[src/rtl/gfd_pkg.sv]
// Shared constants and types of the gain and feedback delay block.
`timescale 1ns / 1ps
package gfd_pkg;

   // Default sizes of the delay store
   localparam int DELAY_FRAMES_MAX_DEF = 16384;
   localparam int DELAY_CHANNELS_DEF   = 2;

   // Channels at or above this are muted
   localparam int MAX_CHANNELS = 8;

   localparam int SAMPLE_W  = 32;
   localparam int CH_W      = 3;
   localparam int GAIN_W    = 16;
   localparam int GAIN_FRAC = 14;
   localparam int LEN_W     = 15;

   // Configuration port
   localparam int CSR_ADDR_W = 6;
   localparam int CSR_DATA_W = 64;

   localparam logic [63:0]       GAINS_RESET    = 64'h4000_4000_4000_4000;
   localparam logic [GAIN_W-1:0] FEEDBACK_RESET = 16'd5734;
   localparam logic [GAIN_W-1:0] MIX_RESET      = 16'd4096;

   // Audio limits
   localparam logic signed [SAMPLE_W-1:0] AUD_MAX = 32'sh7FFF_FF00;
   localparam logic signed [SAMPLE_W-1:0] AUD_MIN = 32'sh8000_0000;

   // Result queue between the pipeline and the output channel
   localparam int FIFO_DEPTH = 8;
   localparam int FIFO_PTR_W = $clog2(FIFO_DEPTH);
   localparam int FIFO_CNT_W = $clog2(FIFO_DEPTH + 1);
   localparam int INFLIGHT_W = 2;

   typedef struct packed {
      logic [63:0]       gains_low;
      logic [63:0]       gains_high;
      logic              delay_enable;
      logic [LEN_W-1:0]  delay_length;
      logic [GAIN_W-1:0] feedback_gain;
      logic [GAIN_W-1:0] mix_gain;
   } cfg_type;

   typedef struct packed {
      logic signed [SAMPLE_W-1:0] sample;
      logic                       eof;
   } rsp_item_type;

   typedef struct packed {
      logic                  clearing;
      logic [INFLIGHT_W-1:0] in_flight;
   } pipe_status_type;

endpackage

[src/rtl/gfd_csr.sv]
// APB-style configuration registers.
`timescale 1ns / 1ps
module gfd_csr (
   input  logic                            clock,
   input  logic                            reset,
   input  logic                            psel,
   input  logic                            penable,
   input  logic                            pwrite,
   input  logic [gfd_pkg::CSR_ADDR_W-1:0]  paddr,
   input  logic [gfd_pkg::CSR_DATA_W-1:0]  pwdata,
   output logic [gfd_pkg::CSR_DATA_W-1:0]  prdata,
   output logic                            pready,
   output gfd_pkg::cfg_type                cfg,
   output logic                            length_written
);

   localparam logic [2:0] REG_GAINS_LOW  = 3'd0;
   localparam logic [2:0] REG_GAINS_HIGH = 3'd1;
   localparam logic [2:0] REG_ENABLE     = 3'd2;
   localparam logic [2:0] REG_LENGTH     = 3'd3;
   localparam logic [2:0] REG_FEEDBACK   = 3'd4;
   localparam logic [2:0] REG_MIX        = 3'd5;

   gfd_pkg::cfg_type cfg_ff;
   gfd_pkg::cfg_type cfg_in;
   logic [2:0]       index;
   logic             wr;

   assign index  = paddr[5:3];
   assign wr     = psel && penable && pwrite;
   assign pready = 1'b1;

   always_comb begin
      cfg_in         = cfg_ff;
      length_written = 1'b0;
      if (wr) begin
         unique case (index)
            REG_GAINS_LOW:  cfg_in.gains_low  = pwdata;
            REG_GAINS_HIGH: cfg_in.gains_high = pwdata;
            REG_ENABLE:     cfg_in.delay_enable = pwdata[0];
            REG_LENGTH: begin
               cfg_in.delay_length = pwdata[gfd_pkg::LEN_W-1:0];
               length_written      = 1'b1;
            end
            REG_FEEDBACK:   cfg_in.feedback_gain = pwdata[gfd_pkg::GAIN_W-1:0];
            REG_MIX:        cfg_in.mix_gain      = pwdata[gfd_pkg::GAIN_W-1:0];
            default:        cfg_in = cfg_ff;
         endcase
      end
   end

   always_ff @(posedge clock) begin
      if (reset) begin
         cfg_ff.gains_low     <= gfd_pkg::GAINS_RESET;
         cfg_ff.gains_high    <= gfd_pkg::GAINS_RESET;
         cfg_ff.delay_enable  <= 1'b0;
         cfg_ff.delay_length  <= '0;
         cfg_ff.feedback_gain <= gfd_pkg::FEEDBACK_RESET;
         cfg_ff.mix_gain      <= gfd_pkg::MIX_RESET;
      end else begin
         cfg_ff <= cfg_in;
      end
   end

   always_comb begin
      unique case (index)
         REG_GAINS_LOW:  prdata = cfg_ff.gains_low;
         REG_GAINS_HIGH: prdata = cfg_ff.gains_high;
         REG_ENABLE:     prdata = gfd_pkg::CSR_DATA_W'(cfg_ff.delay_enable);
         REG_LENGTH:     prdata = gfd_pkg::CSR_DATA_W'(cfg_ff.delay_length);
         REG_FEEDBACK:   prdata = gfd_pkg::CSR_DATA_W'(cfg_ff.feedback_gain);
         REG_MIX:        prdata = gfd_pkg::CSR_DATA_W'(cfg_ff.mix_gain);
         default:        prdata = '0;
      endcase
   end

   assign cfg = cfg_ff;

endmodule

[config.mk]
export PLATFORM = sky130hd
export DESIGN_NAME = gfd_csr
export DESIGN_NICKNAME = d
export VERILOG_FILES = /design/src/rtl/gfd_pkg.sv /design/src/rtl/gfd_csr.sv
export SDC_FILE = /design/constraint.sdc
export NUM_CORES = 1
export LEC_CHECK = 0
export BUFFER_PORTS_ARGS = -buffer_cell sky130_fd_sc_hd__buf_2
export CAP_MARGIN = 20
export CORE_ASPECT_RATIO = 0.6
export CORE_MARGIN = 3
export CORE_UTILIZATION = 29
export DETAILED_ROUTE_END_ITERATION = 8
export PLACE_DENSITY_LB_ADDON = 0.15
export SLEW_MARGIN = 15
export SYNTH_ARGS = -nofsm -noshare
export SYNTH_HDL_FRONTEND = slang
export SYNTH_SLANG_ARGS = --single-unit
export TNS_END_PERCENT = 50
[constraint.sdc]
create_clock -name clock -period 1.58 [get_ports clock]
set_input_delay 0.079 -clock clock [delete_from_list [all_inputs] [get_ports clock]]
set_output_delay 0.079 -clock clock [all_outputs]
set_load 0.01 [all_outputs]
==> flow_summary.yaml <==
sta:
  rsz0062_at_grt: "true"
  finalMaxSlewViolations: 0
  period_needed_ns: 1.56
  max_freq_mhz: 642
  timing.final.crit_share_pct: 98.5
  fin_skew_ns: 0
  hold_violations: 0
  worst_pin_slew_ns: 0.612
  setup_viol: 0
  finalSetupTns_ns: 0
  hold_slack_ns: 0.156
  relSlewSlack_pct: 59.2
  fin_ws_ns: 0.0231
yosys:
  ys_types: 38
  yosysSeqAreaShare_pct: 44.3
  synth.avg_cell_area_um2: 8.45
  synth_edf_count: 0
  ys_warn_count: 0
  async_flop_share_pct: 0
  synth_most_common_cell: "dfxtp_1"
  synth_top_area_share_pct: 44.3
  synth_nets: 1015
  synth_commonest_cells: "dfxtp_1 (176), a21oi_1 (144), nand3_1 (144)"
  synthTopCellsByArea: "dfxtp_1 (44%), a21oi_1 (9.1%), nand3_1 (9.1%)"
  synth_flop_cell: "dfxtp_1"
  yosysTopAreaCell: "dfxtp_1"
  synth.ff_latch_count: 176
  syn_inst: 940
  syn_area_um2: 7950
place:
  placed_area_um2: 9930
  gp_congestion: 0.770
  port-buffer-count: 312
  place_ws_ns: 0.145
  place_hpwl_mm: 20.5
drt:
  route.detailed.drc: 0
  dr_total_vias: 8360
  drt_pass1_iterations: 5
  drt_iter0_drc: 596
  routed_via_density: 5.11
  wire_per_inst_um: 19.1
  ant_nets: 0
  wl_mm: 31.3
clocking:
  cts_tree: "built"
  cts_inserted_buffers: 17
  clkTransAtPathRegs_ns: 0.07
  h-tree-depth: 4
  ctsRootBufferMaster: "clkbuf_16"
  cts_num_sinks: 176
  clock_latency_ns: 0.44
  cts_buffer_depth: 2
final_layout:
  largest_reg_flops: 176
  final_area_um2: 11200
  syn_to_final_growth_pct: 41.2
  drive_gt1_share_pct: 31.1
  final_nets: 1338
critical_path:
  crit_buf_inv: 1
  setup.worst_path.end_class: "primary output"
  rr_worst_depth: 2
  slowest_delay_ns: 0.45
  crit_path_max_fanout: 2
  path_depth: 3
  slowest_stage: "mux4_2"
  arrival_ns: 1.48
  crit_required_ns: 1.50
  worst_path_dominant_cell_family: "multiplexers"
  startpoint_type: "flip-flop"
  criticalPathCategory: "reg2out"
  cp_cell_sequence: "mux4_2 > nor2b_4 > buf_6"
grt:
  grt_pass1_vias: 7789
  track_usage_pct: 20.5
  grt_antenna_before_repair: 1
  grtUsageMet1_pct: 28.5
  grt.busiest_layer: "met2"
  use_met3_pct: 5.64
  grt_start_max_net_pins: 86
  grt_pass1_wl_mm: 47.0
  use_met2_pct: 31.7
  overflow: 0
worst_hold_path:
  min_path_type: "in2reg"
  min_path_cells: 4
floorplanning:
  die-area_um2: 29500
  io_pins: 317
  num_rows: 46
  dieWidth_um: 220
  die_h_um: 134
  core_um2: 26700
  initial_core_util_pct: 29.8
pwr:
  power_density_nw_per_um2: 890
  vdd_drop_max_mv: 0.457
  power.leakage_nw: 4.85
  p_total_w: 0.00998
run:
  drv_cap: 0
outcome:
  status: "finished, final reports clean"
==> worst reg2reg max path, stage by stage (launching register included) <==
cell	delay, ns
dfxtp_1	0.39
o21ai_0	0.10
a21oi_1	0.17
==> path summary, 6_finish.rpt <==
kind                  from    endpoint  slack, ns
setup reg to reg  cfg[167]    cfg[167]       0.84
hold reg to reg    cfg[47]     cfg[47]       0.49
setup / recovery   cfg[15]  prdata[15]       0.02
hold / removal    paddr[4]     cfg[47]       0.16
==> per-stage QoR <==
stage | util (%) | cells
floorplan | - | 940
global placement | 37.2 | 1538
detailed placement | 37.2 | 1538
CTS | 41.9 | 1635
global route | 42.0 | 1636
finish | 42.0 | 1636
==> final cells by class <==
class | count | area (um2)
fill | 2696 | 15500
multi-input combinational | 653 | 3930
sequential | 176 | 3530
timing repair buffer | 413 | 2680
clock buffer | 22 | 484
tap | 360 | 450
clock inverter | 9 | 130
inverter | 2 | 7.51
antenna | 1 | 2.50
==> per-layer routing <==
| layer | part of all wire [%] | vias to the layer above |
|---|---|---|
| li1 | - | 4044 |
| met1 | 48 | 4050 |
| met2 | 45 | 254 |
| met3 | 6.6 | 12 |
| met4 | 0.79 | 0 |
| met5 | 0 | - |
==> power breakdown <==
part	switching, W	internal [W]
logic	0.000592	0.000394
registers	0.0000270	0.00447
clock network	0.00185	0.00265
total	0.00247	0.00751
==> cell families (layout without fill, tap and decap cells) <==
family	after synthesis	count (layout)	synth area share (%)
compound gates	355	355	25.4
buf+inv	111	446	6.71
flops	176	176	44.3
mux	64	64	8.27
other cells	1	2	0.0472
simple gates	233	233	15.3
==> repair_timing <==
action / CTS / global route
hold buffers: 65 / 0
endpoints found under the setup margin: 1 / 2
hold endpoints to repair: 176 / 0
gates resized for setup: 2 / 5
buffers inserted: 1 / 0
==> placed cells by master, fill, tap and decap left out, types with 2 or more instances in the layout <==
cell | Yosys | routed
buf_2 | 30 | 310
dfxtp_1 | 176 | 174
nand3_1 | 144 | 144
a21oi_1 | 144 | 144
o21ai_0 | 141 | 140
dlygate4sd3_1 | 0 | 65
mux2i_1 | 60 | 60
a22o_1 | 48 | 48
nand2b_1 | 32 | 31
nor2_1 | 29 | 27
buf_4 | 17 | 21
clkbuf_16 | 0 | 17
buf_12 | 0 | 15
nand2_1 | 12 | 12
o221ai_1 | 11 | 11
o21ai_1 | 5 | 6
nor2_4 | 2 | 4
clkbuf_8 | 0 | 4
mux2_2 | 3 | 3
clkinv_2 | 0 | 3
bufinv_16 | 0 | 3
inv_1 | 2 | 2
nor2b_4 | 0 | 2
a22oi_1 | 2 | 2
dfxtp_2 | 0 | 2
buf_6 | 2 | 2
Note: power is estimated with default switching activity, not from simulation.
