--- config.mk ---
export PLATFORM = sky130hd
export DESIGN_NAME = gfd_out_fifo
export DESIGN_NICKNAME = d
export VERILOG_FILES = /design/src/rtl/gfd_pkg.sv /design/src/rtl/gfd_out_fifo.sv
export SDC_FILE = /design/constraint.sdc
export NUM_CORES = 1
export LEC_CHECK = 0
export BUFFER_PORTS_ARGS = -buffer_cell sky130_fd_sc_hd__buf_2
export CORE_MARGIN = 2
export CORE_UTILIZATION = 50
export CTS_CLUSTER_DIAMETER = 100
export DETAILED_ROUTE_END_ITERATION = 6
export GPL_TIMING_DRIVEN = 0
export MAX_ROUTING_LAYER = met4
export PLACE_DENSITY = 0.68
export SYNTH_ARGS = -nofsm -noshare
export SYNTH_HDL_FRONTEND = slang
export SYNTH_SLANG_ARGS = --single-unit
--- constraint.sdc ---
create_clock -name clock -period 5.7 [get_ports clock]
set_input_delay 0.855 -clock clock [delete_from_list [all_inputs] [get_ports clock]]
set_output_delay 0.855 -clock clock [all_outputs]
set_load 0.03 [all_outputs]
--- src/rtl/gfd_pkg.sv ---
// Shared constants and types of the gain and feedback delay block.
`timescale 1ns / 1ps
package gfd_pkg;

   // Default sizes of the delay store
   localparam int DELAY_FRAMES_MAX_DEF = 16384;
   localparam int DELAY_CHANNELS_DEF   = 2;

   // Channels at or above this are muted
   localparam int MAX_CHANNELS = 8;

   localparam int SAMPLE_W  = 32;
   localparam int CH_W      = 3;
   localparam int GAIN_W    = 16;
   localparam int GAIN_FRAC = 14;
   localparam int LEN_W     = 15;

   // Configuration port
   localparam int CSR_ADDR_W = 6;
   localparam int CSR_DATA_W = 64;

   localparam logic [63:0]       GAINS_RESET    = 64'h4000_4000_4000_4000;
   localparam logic [GAIN_W-1:0] FEEDBACK_RESET = 16'd5734;
   localparam logic [GAIN_W-1:0] MIX_RESET      = 16'd4096;

   // Audio limits
   localparam logic signed [SAMPLE_W-1:0] AUD_MAX = 32'sh7FFF_FF00;
   localparam logic signed [SAMPLE_W-1:0] AUD_MIN = 32'sh8000_0000;

   // Result queue between the pipeline and the output channel
   localparam int FIFO_DEPTH = 8;
   localparam int FIFO_PTR_W = $clog2(FIFO_DEPTH);
   localparam int FIFO_CNT_W = $clog2(FIFO_DEPTH + 1);
   localparam int INFLIGHT_W = 2;

   typedef struct packed {
      logic [63:0]       gains_low;
      logic [63:0]       gains_high;
      logic              delay_enable;
      logic [LEN_W-1:0]  delay_length;
      logic [GAIN_W-1:0] feedback_gain;
      logic [GAIN_W-1:0] mix_gain;
   } cfg_type;

   typedef struct packed {
      logic signed [SAMPLE_W-1:0] sample;
      logic                       eof;
   } rsp_item_type;

   typedef struct packed {
      logic                  clearing;
      logic [INFLIGHT_W-1:0] in_flight;
   } pipe_status_type;

endpackage

--- src/rtl/gfd_out_fifo.sv ---
// Result queue that decouples the pipeline from the response channel.
`timescale 1ns / 1ps
module gfd_out_fifo (
   input  logic                           clock,
   input  logic                           reset,
   input  logic                           push,
   input  gfd_pkg::rsp_item_type          push_item,
   input  logic                           pop,
   output logic                           valid,
   output gfd_pkg::rsp_item_type          head,
   output logic [gfd_pkg::FIFO_CNT_W-1:0] count
);

   gfd_pkg::rsp_item_type                 slot_ff [gfd_pkg::FIFO_DEPTH];
   logic [gfd_pkg::FIFO_PTR_W-1:0]        wr_ptr_ff, wr_ptr_in;
   logic [gfd_pkg::FIFO_PTR_W-1:0]        rd_ptr_ff, rd_ptr_in;
   logic [gfd_pkg::FIFO_CNT_W-1:0]        count_ff, count_in;
   logic                                  do_pop;

   assign do_pop = pop && (count_ff != '0);

   always_comb begin
      wr_ptr_in = push ? wr_ptr_ff + 1'b1 : wr_ptr_ff;
      rd_ptr_in = do_pop ? rd_ptr_ff + 1'b1 : rd_ptr_ff;
      count_in  = count_ff;
      if (push && !do_pop) begin
         count_in = count_ff + 1'b1;
      end else if (!push && do_pop) begin
         count_in = count_ff - 1'b1;
      end
   end

   always_ff @(posedge clock) begin
      if (reset) begin
         wr_ptr_ff <= '0;
         rd_ptr_ff <= '0;
         count_ff  <= '0;
      end else begin
         wr_ptr_ff <= wr_ptr_in;
         rd_ptr_ff <= rd_ptr_in;
         count_ff  <= count_in;
      end
   end

   always_ff @(posedge clock) begin
      if (push) begin
         slot_ff[wr_ptr_ff] <= push_item;
      end
   end

   assign valid = count_ff != '0;
   assign head  = slot_ff[rd_ptr_ff];
   assign count = count_ff;

endmodule

==> results of run 1 <==
[registers in the layout, indices dropped and copies added (netlist names), named ones only]
name and cells:
count 4, slot_ff 264, rd_ptr_ff 3, wr_ptr_ff 3
[critical path, stage by stage, from the launching register on]
cell and delay [ns]:
dfxtp_1 0.35, clkbuf_1 0.43, buf_2 0.40, mux4_2 0.35, mux2_2 0.31, buf_2 0.19
[power by group]
group / total [mW] / internal (mW) / switching (mW)
registers: 2.34 / 2.30 / 0.0354
clock network: 1.75 / 1.04 / 0.705
logic: 1.27 / 0.571 / 0.704
total: 5.36 / 3.92 / 1.44
[final cells by class]
cell class | instances | area, µm²
clock buffers | 29 | 683
flip-flops and latches | 277 | 8190
inverters | 1 | 3.75
plain buffers | 20 | 120
diodes | 1 | 2.50
clock inverters | 20 | 199
well taps | 275 | 344
repair buffers | 86 | 566
fillers | 1507 | 8440
multi-input cells | 152 | 2270
[kinds of logic (layout without fill, tap and decap cells)]
| kind of cell | after synthesis | after routing | share of synthesized area, % |
|---|---|---|---|
| flip-flops | 277 | 277 | 77.7 |
| multiplexers | 102 | 102 | 18.2 |
| AND/OR/NAND/NOR | 33 | 33 | 1.37 |
| buffers and inverters | 21 | 156 | 1.18 |
| adder cells (fa/ha/maj) | 6 | 6 | 0.784 |
| XOR/XNOR | 6 | 6 | 0.499 |
| AO/OA/AOI/OAI | 5 | 5 | 0.273 |
| other | 0 | 1 | 0 |
[routing by layer]
layer / up-vias / global-route usage (%)
met4: 0 / 4.33
met5: - / -
met1: 2509 / 23.7
met2: 129 / 30.6
met3: 28 / 3.49
li1: 2126 / -
[layout by cell type, fill, tap and decap left out]
cell	count
buf_2	80
or4_1	1
buf_1	1
a31oi_1	1
dfxtp_1	13
edfxtp_1	264
mux2_2	34
inv_6	1
diode_2	1
xnor2_1	2
bufinv_16	4
clkinvlp_4	1
mux4_1	6
a21oi_1	3
clkinv_1	6
ha_1	5
nor3_2	2
buf_12	6
nand3_1	3
xor2_1	4
nor2_4	6
clkbuf_1	10
mux4_2	60
buf_6	9
nand2_1	5
nor2_1	12
nor2b_1	1
clkinv_2	8
a211oi_1	1
buf_8	2
nand2b_1	3
fa_1	1
mux2i_1	2
clkbuf_16	27
inv_1	1
[worst min-delay path by stage]
stage                              start                         to  slack (ns)  cells past startpoint
5_1_grt        rd_ptr_ff[1]$_SDFFE_PP0P_                       flop        0.58                      2
4_1_cts        rd_ptr_ff[1]$_SDFFE_PP0P_                       flop        0.54                      2
3_3_place_gp   wr_ptr_ff[2]$_SDFFE_PP0P_  wr_ptr_ff[2]$_SDFFE_PP0P_        0.51                      2
6_report       rd_ptr_ff[2]$_SDFFE_PP0P_  rd_ptr_ff[2]$_SDFFE_PP0P_        0.54                      2
3_5_place_dp   rd_ptr_ff[2]$_SDFFE_PP0P_                       flop        0.52                      2
2_1_floorplan  rd_ptr_ff[1]$_SDFFE_PP0P_                       flop        0.45                      2
==> out/metrics.cfg, run 1 <==
[sta]
slew_headroom_pct=39.2
timing_hold_violations_final=0
worst_slack_ns=2.28
tns_ns=0
rsz0062_at_grt=no
fmax_mhz=292
holdWs_ns=0.540
fin_worst_skew_ns=0.0130
min_period_over_period_pct=60.1
report.final.slew_viol_count=0
setup_viol=0
tightest_slew_ns=0.907
layout_min_cycle_time_ns=3.42

[cells_and_area]
utilization_pct=59.5
final_cells=861
area_delta_synth_final_pct=17.6
fin_nets=608
layout-drive-gt1-share_pct=41.0
stdcell_area_mm2=0.0124

[critical_path]
startpoint_type=flop
rrSetupSlack_ns=3.01
cp.required_ns=4.85
cp.arrival_ns=2.57
timing.rr.start=count[1]$_SDFFE_PP0P_
cp-endpoint=head[3]
reg2reg_depth=9
crit_path_max_fanout=10
critPathKind=flop to output port
end_kind=output port
r2r_end=count[3]$_SDFFE_PP0P_

[synthesis]
synth_top_area_share_pct=75.3
async_reset_ff_share_pct=0
synth_top_flop_cell=edfxtp_1
synth_fp_nets=493
avgSynthCellArea_um2=23.4
synth_edf_count=264
ys_top_cells_by_area=edfxtp_1 75%, mux4_2 13%, mux2_2 3.6%
yosys_warnings=0
syn_area_mm2=0.0105
yosysUniqueCellTypes=25
synth_area_leader_cell=edfxtp_1
ys_seq_area_share_pct=77.7
synth_commonest_cells=264 x edfxtp_1, 60 x mux4_2, 34 x mux2_2, 18 x nor2_1, 13 x dfxtp_1
ys_ff_latch=277
yosysMostFrequentCell=edfxtp_1
netlist_instances=450

[global_routing]
first_global_vias=5186
grt_usage_pct=18.3
grt_max_degree=26
antenna_found_initial=1
gr-total-overflow=0
grt_pass1_wl_um=29100

[run]
cap_violations=0

[floorplanning]
core-area_mm2=0.0208
chipWidth_um=149
rows=53
io_pins=75
die_h_um=149
initial_core_util_pct=50.6
dieArea_mm2=0.0222

[pwr]
peakVddDrop_mv=0.354
leakagePower_nw=4.04
finalPower_mw=5.36
p_per_area_mw_per_mm2=433

[drt]
met2_wirelength_um=9920
drt_first_pass_iters=4
ant_nets=0
via_per_inst=5.57
top_layer=met4
routedWlPerCell_um=22.4
wl_um=19300
drt-initial-drc-count=366
wl_met1_um=7940
vias=4792
drc_errors=0
dr_wl_met3_um=1140

[clocking]
tritoncts=done
cts.root.buffer_cell=clkbuf_16
cts_made_buffers=27
clk_pin_slew_ns=0.06
cts.sinks=277
cts_resized=0
cts_max_level=1
clockBufferDepth=3
clock_latency_ns=0.52
cts_setup_buffers=0
hold_buffers=0

[placement]
place_ws_ns=2.80
placedCellCount=811
port_buffers=74
dp_hpwl_um=11900
finalWeightedCongestion=0.703
placed_area_mm2=0.0115

[outcome]
outcome=finished clean

[min_path]
hp-class=flop to flop

No activity file was read; power rests on OpenSTA's default activity.
==> run 2: changes to the inputs <==
--- a/config.mk
+++ b/config.mk
@@ -12,7 +12,7 @@
 export DETAILED_ROUTE_END_ITERATION = 6
 export GPL_TIMING_DRIVEN = 0
 export MAX_ROUTING_LAYER = met4
-export PLACE_DENSITY = 0.68
+export PLACE_DENSITY = 0.71
 export SYNTH_ARGS = -nofsm -noshare
 export SYNTH_HDL_FRONTEND = slang
 export SYNTH_SLANG_ARGS = --single-unit
==> constraint.sdc (replaced) <==
create_clock -name clock -period 3 [get_ports clock]
set_input_delay 0.45 -clock clock [delete_from_list [all_inputs] [get_ports clock]]
set_output_delay 0.45 -clock clock [all_outputs]
set_load 0.03 [all_outputs]
==> run 2 against run 1 <==
  * Routed wire length is 0.56% higher
  * Clock power rose by 87%
  * Setup slack got worse by 2.2 ns
  * Clock-buffer cell count rose by 8
  * Die area is the same
  * Sequential cell count unchanged
  * Combinational power rose by 91%
==> out/metrics.cfg, run 2 (synthesis gave the netlist of run 1 again) <==
[floorplanning]
io_pins=75  ; unchanged
rows=53  ; unchanged
die_h_um=149  ; unchanged
core-area_mm2=0.0208  ; unchanged
initial_core_util_pct=50.6  ; unchanged
chipWidth_um=149  ; unchanged
dieArea_mm2=0.0222  ; unchanged

[global_routing]
gr-total-overflow=0  ; unchanged
grt_max_degree=26  ; unchanged
grt_usage_pct=18.7  ; +0.35 points
first_global_vias=5060  ; -2.4%
antenna_found_initial=0  ; -1
grt_pass1_wl_um=29600  ; +1.5%

[sta]
report.final.slew_viol_count=0  ; unchanged
timing_hold_violations_final=0  ; unchanged
layout_min_cycle_time_ns=2.88
min_period_over_period_pct=96.1
tightest_slew_ns=0.800  ; -0.107 ns
rsz0062_at_grt=no
setup_viol=0  ; unchanged
worst_slack_ns=0.116  ; -2.16 ns
slew_headroom_pct=46.5  ; +7.3 points
fin_worst_skew_ns=0.0116  ; -0.00137 ns
fmax_mhz=347

[clocking]
hold_buffers=0  ; unchanged
clockBufferDepth=3  ; unchanged
cts_setup_buffers=0  ; unchanged
cts_made_buffers=27  ; unchanged
cts_max_level=1  ; unchanged
tritoncts=done
cts_resized=1  ; +1
clock_latency_ns=0.52  ; about the same
cts.sinks=277  ; unchanged
clk_pin_slew_ns=0.06  ; about the same
cts.root.buffer_cell=clkbuf_16

[critical_path]
cp_top_family=buffers and inverters
cp.depth=4  ; -1
crit_slowest_cell=clkbuf_1
cpPeakStageDelay_ns=0.63  ; +0.20 ns
critPathKind=flop to output port
cp-endpoint=head[3]
crit_buf_inv=3  ; unchanged
cp.required_ns=2.55  ; -2.30 ns
r2r_end=count[3]$_SDFFE_PP0P_
crit_chain=buf_1 -> clkbuf_1 -> mux2_2 -> buf_2
reg2reg_depth=9  ; unchanged
cp.arrival_ns=2.43  ; -0.14 ns
end_kind=output port
rrSetupSlack_ns=0.32  ; -2.69 ns
timing.rr.start=count[1]$_SDFFE_PP0P_
crit_path_max_fanout=10  ; unchanged
startpoint_type=flop

[cells_and_area]
area_delta_synth_final_pct=17.8
regMostFlops=slot_ff
utilization_pct=59.6  ; +0.13 points
largest_reg_flops=264  ; unchanged
final_common_cell=edfxtp_1
fin_nets=607  ; -0.16%
layout_common_cells=264 x edfxtp_1, 80 x buf_2, 60 x mux4_2, 34 x mux2_2, 27 x clkbuf_16
layout-drive-gt1-share_pct=40.3  ; -0.72 points
stdcell_area_mm2=0.0124  ; +0.21%

[drt]
wl_um=19400  ; +0.56%
drc_errors=0  ; unchanged
via_per_inst=5.58  ; +0.22%
vias=4797  ; +0.10%
drt_first_pass_iters=4  ; unchanged
routedWlPerCell_um=22.6  ; +0.68%
drt-initial-drc-count=336  ; -8.2%
ant_nets=0  ; unchanged

[outcome]
outcome=finished clean

[pwr]
leakagePower_nw=4.03  ; -0.29%
finalPower_mw=10.1  ; +89%
peakVddDrop_mv=0.503  ; +42%
p_per_area_mw_per_mm2=817  ; +89%

[placement]
dp_hpwl_um=12100  ; +2.0%
placed_area_mm2=0.0115  ; +0.35%
finalWeightedCongestion=0.718  ; +2.1%
port_buffers=74  ; unchanged
place_ws_ns=0.343  ; -2.45 ns

[run]
cap_violations=0  ; unchanged

[min_path]
hp-class=input pin to flop

[run 2: cell types whose count changed in the layout (fill, tap and decap cells not counted)]
cell / change
nor3_2: -2
bufinv_16: -1
buf_16: +3
buf_8: +2
clkbuf_2: +1
clkinv_1: -2
diode_2: +1
clkbuf_1: +5
nor3_4: +2
buf_12: -2
clkbuf_8: +2
clkinv_2: -6
buf_6: -4
[run 2: area by class of cell]
class | instances | area [µm²]
clock buffer | 37 | 733
inverter | 1 | 3.75
tap | 275 | 344
antenna | 2 | 5.00
clock inverter | 11 | 131
multi-input combinational | 152 | 2290
sequential | 277 | 8190
fill | 1514 | 8420
timing repair buffer | 85 | 593
buffer | 20 | 121
[run 2: power by group]
group,switching [mW],total [mW],leakage (nW),internal (mW)
registers,0.0731,4.45,2.50,4.38
logic,1.33,2.42,1.11,1.09
clock network,1.31,3.27,0.418,1.96
[run 2: metal layers]
metal  up-vias  GRT usage [%]  share of wire (%)
met1      2545           24.6                 43
met5         -              -                  0
met2       112           31.1                 52
li1       2123              -                  -
met4         0           4.29                1.1
met3        17           3.09                4.4
[run 2: worst min path at each step]
stage	startpoint	end	slack (ns)	cells past startpoint
after floorplan	rd_ptr_ff[1]$_SDFFE_PP0P_	flop	0.45	2
after global placement	wr_ptr_ff[2]$_SDFFE_PP0P_	wr_ptr_ff[2]$_SDFFE_PP0P_	0.51	2
after detailed placement	rd_ptr_ff[2]$_SDFFE_PP0P_	flop	0.53	2
after CTS	push_item[14]	slot_ff[4][14]$_DFFE_PP_	0.18	1
after global routing	push_item[14]	slot_ff[7][14]$_DFFE_PP_	0.19	1
final	push_item[14]	slot_ff[2][14]$_DFFE_PP_	0.20	1
[run 2: stage by stage]
| step | TNS [ns] | hold WS, ns | std cells |
|---|---|---|---|
| after CTS | 0 | 0.181 | 858 |
| after detailed placement | 0 | 0.532 | 810 |
| after global placement | -239.02 | 0.506 | 799 |
| final | 0 | 0.200 | 860 |
| after global routing | 0 | 0.188 | 858 |
| after floorplan | 0 | 0.454 | 450 |
[run 2: worst reg2reg max path, stage by stage, from the launching register on]
cell and delay [ns]:
dfxtp_1 0.35, or4_1 0.61, nand2_1 0.18, ha_1 0.19, inv_1 0.09, ha_1 0.33, a21oi_1 0.19, a211oi_1 0.10
a31oi_1 0.17, mux2_2 0.35
